### config.mk
export PLATFORM = sky130hd
export DESIGN_NAME = spi_slave_nine_bit_fifo_link_unit
export DESIGN_NICKNAME = d
export VERILOG_FILES = /design/src/rtl/snf_pkg.sv /design/src/rtl/snf_ram.sv /design/src/rtl/snf_frame.sv /design/src/rtl/spi_slave_nine_bit_fifo_link_unit.sv
export SDC_FILE = /design/constraint.sdc
export NUM_CORES = 1
export LEC_CHECK = 0
export BUFFER_PORTS_ARGS = -buffer_cell sky130_fd_sc_hd__buf_2
export CAP_MARGIN = 5
export CORE_ASPECT_RATIO = 1.5
export CORE_MARGIN = 5
export CORE_UTILIZATION = 56
export DETAILED_ROUTE_END_ITERATION = 16
export PLACE_DENSITY = 0.76
export SYNTH_ARGS = -nofsm -noshare
export SYNTH_HDL_FRONTEND = slang
export SYNTH_SLANG_ARGS = --single-unit
### constraint.sdc
create_clock -name clk -period 2.5 [get_ports clk]
set_input_delay 0.25 -clock clk [delete_from_list [all_inputs] [get_ports clk]]
set_output_delay 0.25 -clock clk [all_outputs]
set_load 0.05 [all_outputs]
### src/rtl/snf_pkg.sv
package snf_pkg;

  // FIFO geometry; pointers count modulo twice the depth
  localparam int RX_DEPTH = 32;
  localparam int TX_DEPTH = 32;
  localparam int RX_AW = $clog2(RX_DEPTH);
  localparam int TX_AW = $clog2(TX_DEPTH);
  localparam int RX_PW = RX_AW + 1;
  localparam int TX_PW = TX_AW + 1;
  localparam int DATA_W = 8;
  localparam int CNT_W = 16;

  // serial frame: flag bit plus eight payload bits
  localparam logic [3:0] FRAME_BITS = 4'd9;
  localparam logic [3:0] LAST_BIT = 4'd8;

  typedef enum logic [2:0] {
    OP_EDGE    = 3'd0,
    OP_SEL_ON  = 3'd1,
    OP_SEL_OFF = 3'd2,
    OP_SEND    = 3'd3,
    OP_RECV    = 3'd4
  } op_t;

  // frame engine requests toward the FIFOs
  typedef struct packed {
    logic              start;   // frame opens, wants a transmit byte
    logic              push;    // valid frame done, payload for receive FIFO
    logic [DATA_W-1:0] rx_byte;
  } frame_req_t;

  function automatic logic [RX_AW-1:0] rx_slot(input logic [RX_PW-1:0] p);
    logic [RX_PW-1:0] d;
    d = (p >= RX_PW'(RX_DEPTH)) ? p - RX_PW'(RX_DEPTH) : p;
    return d[RX_AW-1:0];
  endfunction

  function automatic logic [RX_PW-1:0] rx_next(input logic [RX_PW-1:0] p);
    return (p == RX_PW'(2 * RX_DEPTH - 1)) ? '0 : p + 1'b1;
  endfunction

  function automatic logic [TX_AW-1:0] tx_slot(input logic [TX_PW-1:0] p);
    logic [TX_PW-1:0] d;
    d = (p >= TX_PW'(TX_DEPTH)) ? p - TX_PW'(TX_DEPTH) : p;
    return d[TX_AW-1:0];
  endfunction

  function automatic logic [TX_PW-1:0] tx_next(input logic [TX_PW-1:0] p);
    return (p == TX_PW'(2 * TX_DEPTH - 1)) ? '0 : p + 1'b1;
  endfunction

endpackage

### src/rtl/snf_ram.sv
module snf_ram #(
  parameter int DEPTH = 32,
  parameter int WIDTH = 8
) (
  input  logic                     clk,
  input  logic                     we,
  input  logic [$clog2(DEPTH)-1:0] waddr,
  input  logic [WIDTH-1:0]         wdata,
  input  logic                     re,
  input  logic [$clog2(DEPTH)-1:0] raddr,
  output logic [WIDTH-1:0]         rdata
);

  logic [WIDTH-1:0] mem [DEPTH];

  always_ff @(posedge clk) begin
    if (we) begin
      mem[waddr] <= wdata;
    end
  end

  // read data holds until the next read
  always_ff @(posedge clk) begin
    if (re) begin
      rdata <= mem[raddr];
    end
  end

endmodule

### src/rtl/snf_frame.sv
module snf_frame (
  input  logic                          clk,
  input  logic                          rst,
  input  logic                          en,
  input  logic [2:0]                    opcode,
  input  logic                          clk_level,
  input  logic                          mosi_level,
  input  logic                          select_level,
  input  logic                          tx_empty,
  input  logic [snf_pkg::DATA_W-1:0]    tx_rd,
  output snf_pkg::frame_req_t           req,
  output logic                          miso
);
  import snf_pkg::*;

  logic [DATA_W-1:0] shift_in, shift_in_next;
  logic [3:0]        bit_count, bit_count_next;
  logic              frame_open, frame_open_next;
  logic              miso_next;
  logic              loaded, loaded_next;   // frame carries a FIFO byte
  logic [2:0]        drive_idx;

  assign drive_idx = 3'(LAST_BIT - bit_count);

  always_comb begin
    shift_in_next   = shift_in;
    bit_count_next  = bit_count;
    frame_open_next = frame_open;
    miso_next       = miso;
    loaded_next     = loaded;
    req             = '0;
    case (opcode)
      OP_EDGE: begin
        if (frame_open && !select_level) begin
          if (!clk_level) begin
            if (bit_count == FRAME_BITS) begin
              req.start = 1'b1;   // burst
            end else if (bit_count != 4'd0) begin
              miso_next = loaded & tx_rd[drive_idx];
            end
          end else if (bit_count < FRAME_BITS) begin
            shift_in_next  = {shift_in[DATA_W-2:0], mosi_level};
            bit_count_next = bit_count + 4'd1;
            req.rx_byte    = {shift_in[DATA_W-2:0], mosi_level};
            // flag bit is active low
            req.push       = (bit_count == LAST_BIT) && !shift_in[DATA_W-1];
          end
        end
      end
      OP_SEL_ON: begin
        frame_open_next = 1'b1;
        req.start       = 1'b1;
      end
      OP_SEL_OFF: begin
        if (frame_open) begin
          frame_open_next = 1'b0;
          bit_count_next  = 4'd0;
          shift_in_next   = '0;
          miso_next       = 1'b1;
          loaded_next     = 1'b0;
        end
      end
      default: begin
      end
    endcase
    if (req.start) begin
      bit_count_next = 4'd0;
      shift_in_next  = '0;
      loaded_next    = !tx_empty;
      miso_next      = tx_empty;   // flag bit goes out first
    end
  end

  always_ff @(posedge clk) begin
    if (rst) begin
      shift_in   <= '0;
      bit_count  <= 4'd0;
      frame_open <= 1'b0;
      miso       <= 1'b1;
      loaded     <= 1'b0;
    end else if (en) begin
      shift_in   <= shift_in_next;
      bit_count  <= bit_count_next;
      frame_open <= frame_open_next;
      miso       <= miso_next;
      loaded     <= loaded_next;
    end
  end

endmodule

### src/rtl/spi_slave_nine_bit_fifo_link_unit.sv
// Channel  Handshake              Payload
// in       in_valid / in_stall    opcode, clk_level, mosi_level, select_level, send_data
// out      out_valid / out_stall  miso_level, irq_n_level, recv_valid, recv_data,
//                                 send_accepted, rx_overrun_total, tx_drop_total
//
// One transaction per cycle in and out unless out_stall holds a result; each result shows
// in the cycle after its input, as does the registered receive RAM read for recv_data.
// Both FIFOs live in single-port-write, single-port-read synchronous RAMs.
// Synchronous reset clears pointers, counters and the frame engine; RAMs are not cleared.
// in_stall is high only while a result is held by out_stall; a new input is taken
// in the same cycle the waiting result leaves.
module spi_slave_nine_bit_fifo_link_unit (
  input  logic                       clk,
  input  logic                       rst,
  input  logic                       in_valid,
  output logic                       in_stall,
  input  logic [2:0]                 opcode,
  input  logic                       clk_level,
  input  logic                       mosi_level,
  input  logic                       select_level,
  input  logic [snf_pkg::DATA_W-1:0] send_data,
  output logic                       out_valid,
  input  logic                       out_stall,
  output logic                       miso_level,
  output logic                       irq_n_level,
  output logic                       recv_valid,
  output logic [snf_pkg::DATA_W-1:0] recv_data,
  output logic                       send_accepted,
  output logic [snf_pkg::CNT_W-1:0]  rx_overrun_total,
  output logic [snf_pkg::CNT_W-1:0]  tx_drop_total
);
  import snf_pkg::*;

  logic accept;

  logic [RX_PW-1:0] rx_wp, rx_rp;
  logic [TX_PW-1:0] tx_wp, tx_rp;
  logic [CNT_W-1:0] overrun_count, drop_count;

  logic rx_empty, rx_full, tx_empty, tx_full;
  logic rx_we, rx_re, tx_we, tx_re;
  logic send_op, recv_op;

  logic [DATA_W-1:0] rx_rdata, tx_rdata;
  frame_req_t        req;

  // output register frees the input side while it drains
  assign in_stall = out_valid && out_stall;
  assign accept   = in_valid && !in_stall;

  // full when slots match but pointers differ by one lap
  assign rx_empty = (rx_wp == rx_rp);
  assign rx_full  = !rx_empty && (rx_slot(rx_wp) == rx_slot(rx_rp));
  assign tx_empty = (tx_wp == tx_rp);
  assign tx_full  = !tx_empty && (tx_slot(tx_wp) == tx_slot(tx_rp));

  assign send_op = (opcode == OP_SEND);
  assign recv_op = (opcode == OP_RECV);

  assign tx_we = accept && send_op && !tx_full;
  assign tx_re = accept && req.start && !tx_empty;
  assign rx_we = accept && req.push && !rx_full;
  assign rx_re = accept && recv_op && !rx_empty;

  snf_frame u_frame (
    .clk          (clk),
    .rst          (rst),
    .en           (accept),
    .opcode       (opcode),
    .clk_level    (clk_level),
    .mosi_level   (mosi_level),
    .select_level (select_level),
    .tx_empty     (tx_empty),
    .tx_rd        (tx_rdata),
    .req          (req),
    .miso         (miso_level)
  );

  // transmit RAM: read data stays as the shift-out payload of the open frame
  snf_ram #(
    .DEPTH (TX_DEPTH),
    .WIDTH (DATA_W)
  ) u_tx_ram (
    .clk   (clk),
    .we    (tx_we),
    .waddr (tx_slot(tx_wp)),
    .wdata (send_data),
    .re    (tx_re),
    .raddr (tx_slot(tx_rp)),
    .rdata (tx_rdata)
  );

  snf_ram #(
    .DEPTH (RX_DEPTH),
    .WIDTH (DATA_W)
  ) u_rx_ram (
    .clk   (clk),
    .we    (rx_we),
    .waddr (rx_slot(rx_wp)),
    .wdata (req.rx_byte),
    .re    (rx_re),
    .raddr (rx_slot(rx_rp)),
    .rdata (rx_rdata)
  );

  always_ff @(posedge clk) begin
    if (rst) begin
      rx_wp         <= '0;
      rx_rp         <= '0;
      tx_wp         <= '0;
      tx_rp         <= '0;
      overrun_count <= '0;
      drop_count    <= '0;
      out_valid     <= 1'b0;
      recv_valid    <= 1'b0;
      send_accepted <= 1'b0;
    end else begin
      if (tx_we) begin
        tx_wp <= tx_next(tx_wp);
      end
      if (tx_re) begin
        tx_rp <= tx_next(tx_rp);
      end
      if (rx_we) begin
        rx_wp <= rx_next(rx_wp);
      end
      if (rx_re) begin
        rx_rp <= rx_next(rx_rp);
      end
      if (accept && req.push && rx_full) begin
        overrun_count <= overrun_count + 1'b1;
      end
      if (accept && send_op && tx_full) begin
        drop_count <= drop_count + 1'b1;
      end
      if (accept) begin
        out_valid     <= 1'b1;
        recv_valid    <= rx_re;
        send_accepted <= tx_we;
      end else if (!out_stall) begin
        out_valid <= 1'b0;
      end
    end
  end

  // state registers only move on accept, so they read as the post-item result
  assign irq_n_level      = tx_empty;
  assign recv_data        = recv_valid ? rx_rdata : '0;
  assign rx_overrun_total = overrun_count;
  assign tx_drop_total    = drop_count;

  a_rx_no_overwrite: assert property (@(posedge clk) disable iff (rst)
    rx_we |-> !rx_full)
    else $error("receive write into unread entry");

  a_tx_read_nonempty: assert property (@(posedge clk) disable iff (rst)
    tx_re |-> !tx_empty)
    else $error("transmit read from empty FIFO");

  a_frame_flag_low: assert property (@(posedge clk) disable iff (rst)
    tx_re |=> !miso_level)
    else $error("popped frame must drive flag low");

  a_recv_only_with_data: assert property (@(posedge clk) disable iff (rst)
    accept && recv_op && rx_empty |=> !recv_valid)
    else $error("receive reported on empty FIFO");

endmodule

==> impl_metrics.toml <==
[run_status]
status = "finished clean"

[worst_hold_path]
min_path_cells = 2
hp-class = "in -> reg"
min-delay-start = "rst"

[floorplanning]
ios = 64
initial_core_util_pct = 56.7
die_h_um = 266
core_area_sq_um = 43100
rows = 93
die_w_um = 181
dieArea_sq_um = 48000

[routing]
first_pass_iters = 5
wl_per_cell_um = 23.5
vias = 13000
drt-initial-drc-count = 1073
wirelength_um = 50500
ant_nets = 0
drc = 0
via_per_inst = 6.06

[timing]
finalHoldViolations = 0
fin_hold_ws_ns = 0.0655
fin_crit_ns = 2.41
fin_crit_sh_pct = 96.5
max_freq_ghz = 0.414
setup_violations = 0
finalClockSkew_ns = 0.0233
timing.setup.tns_ns = 0
finalMaxSlewViolations = 0
tightestPinTransition_ns = 0.670
worst_slack_ns = 0.0867
slew_headroom_pct = 55.2

[critical_path]
cp_max_fo = 20
critPathCapture = "u_rx_ram.rdata[5]"
crit_path_end_kind = "flop"
worstSetupPathType = "reg -> reg"
startpoint_type = "flop"
reg2reg_depth = 7
crit_path_start = "rx_rp[0]"
worstPathArrival_ns = 2.75
crit-reg2reg-launch = "rx_rp[0]"
worstPathRequired_ns = 2.83
reg2reg_to = "u_rx_ram.rdata[5]"
r2r_slack_ns = 0.09

[finish]
post-route-util_pct = 65.8
instances_no_fill = 2149
syn_to_final_growth_pct = 16.0
drive_gt1_share_pct = 27.8
seqCellArea_sq_um = 17300
fin_nets = 1567
layout_common_cells = "528 x edfxtp_1, 146 x mux4_2, 92 x buf_4"
multi_input_area_sq_um = 6700
layout_commonest_cell = "edfxtp_1"
nFillCells = 2871

[yosys]
synth_edf_count = 528
netlist_area_sq_um = 24400
synth_top_area_cell = "edfxtp_1"
synthFlopType = "edfxtp_1"
syn_avg_cell_area_sq_um = 17.8
synth_area_leaders = "edfxtp_1 65%, mux4_2 13%, dfxtp_1 6.1%, mux2i_1 1.7%, nor2_1 1.2%"
yosys_warnings = 0
async_reset_ff_share_pct = 0
yosys.area.top_type_share_pct = 64.9
syn-num-nets = 1403
syn-instance-count = 1370
yosysSeqAreaShare_pct = 71.0
ys_ff_latch = 602
yosysUniqueCellTypes = 62

[clocking]
cts_root_buf = "clkbuf_16"
post_cts_buffers = 0
clock_sinks = 602
clk_pin_slew_ns = 0.07
cts.htree.levels = 2
cts_tree = "done"
ctsLongestPathBuffers = 3
numCtsBuffers = 53
clk_latency_ns = 0.58

[power_and_ir_drop]
p_comb_share_pct = 1.2
p_switching_uw = 3690
cellInternalPower_uw = 15700
power_frac_seq_pct = 56.0
p_per_area_nw_per_um2 = 685
leakagePower_uw = 0.00929
max-vdd-ir-drop_mv = 0.827
clockPowerShare_pct = 42.8
switching_share_pct = 19.0

[placed_design]
pre_cts_ws_ns = 0.0800
place_inst = 2047
dp_hpwl_um = 33700
io_buffers = 63
place.gp.congestion = 0.852

[global_route]
grt_pass1_vias = 13500
track_usage_pct = 21.1
antenna_found_initial = 2
grt_pass1_wl_um = 78200
grt.overflow.total = 0
grt_max_degree = 69

[flow_run]
maxCapViolations = 0
-- synthesized netlist by cell type (3+ instances only) --
library cell	n
edfxtp_1	528
mux4_2	146
nor2_1	80
dfxtp_1	74
clkbuf_1	52
nand2_1	44
a21oi_1	41
mux2i_1	41
and3_1	32
and2_1	20
inv_1	20
o21a_1	18
o31ai_1	18
or4_1	18
buf_1	17
nand3_1	17
nor2b_1	17
xnor2_1	16
ha_1	15
or3_1	13
o21ai_0	12
buf_2	11
nand4_1	11
nor3_1	10
a22oi_1	8
a32oi_1	8
nand2b_1	7
nor4_1	7
xor2_1	6
o2111ai_1	5
and4_1	4
mux2_2	4
nand3b_1	3
nor3b_1	3
o211ai_1	3
or3b_2	3
-- area by class of cell --
class	count	share of cell area [%]
sequential	602	61.3
multi-input combinational	666	23.6
timing repair buffer	190	5.96
clock buffer	67	5.20
tap	570	2.52
clock inverter	31	1.12
inverter	21	0.278
antenna	2	0.0177
-- metrics by stage --
step	cell area [sq um]	power (uW)
floorplan	24400	11200
global placement	26500	11300
detailed placement	26500	11300
CTS	28300	19500
global route	28300	20000
finish	28300	19400
-- flip-flops by register name (all words and copies together), names as in the netlist, 4 cells and up --
| name | flops |
|---|---|
| rx_overrun_total | 16 |
| u_rx_ram.mem | 256 |
| tx_drop_total | 16 |
| u_tx_ram.mem | 256 |
| u_frame.shift_in | 8 |
| rx_rp | 6 |
| u_rx_ram.rdata | 8 |
| rx_wp | 6 |
| tx_wp | 6 |
| u_frame.bit_count | 4 |
| u_tx_ram.rdata | 8 |
| tx_rp | 6 |
-- worst max-delay path, stage by stage, from the launching register on --
cell and delay [ns]:
dfxtp_4 0.38, buf_12 0.20, buf_12 0.23, buf_4 0.23
mux4_2 0.52, mux2i_1 0.16, a22oi_1 0.23, o21a_1 0.20
-- per-layer routing --
layer	track usage, %	wire length, um	up-vias
met1	23.6	17700	6694
met2	40.9	28900	379
met5	0	0	-
met4	7.16	1660	0
met3	3.13	2260	97
li1	-	-	5854
-- logic make-up (layout without fill, tap and decap cells) --
kind of cell    Yosys count  in the layout  share of synthesized area, %
compound gates          139            139                          3.90
xor+xnor                 22             22                         0.789
fa+ha+maj                15             15                         0.769
buf+inv                 102            309                          1.63
flops                   602            602                          71.0
mux                     192            192                          15.4
other cells               0              2                             0
simple gates            298            298                          6.54
-- worst min path at each step --
stage	end	slack (ns)
after global routing	out_valid	0.07
after floorplan	u_tx_ram.mem[0][0]	0.35
after CTS	rx_wp[1]	0.03
after detailed placement	u_frame.loaded	0.48
after global placement	u_frame.loaded	0.47
final	rx_wp[1]	0.07
-- power by group through the flow --
stage	logic [uW]	clock network (uW)	registers [uW]
finish	239	8300	10800
floorplan	96.3	0	11100
CTS	240	8440	10800
detailed placement	235	0	11100
global placement	226	0	11100
global route	260	8890	10800
-- timing repair --
item,CTS,global route
endpoints found under the setup margin,0,259
gates resized for setup,0,2
hold endpoints to repair,2,0
hold buffers,2,0
Note: power is estimated with default switching activity, not from simulation.
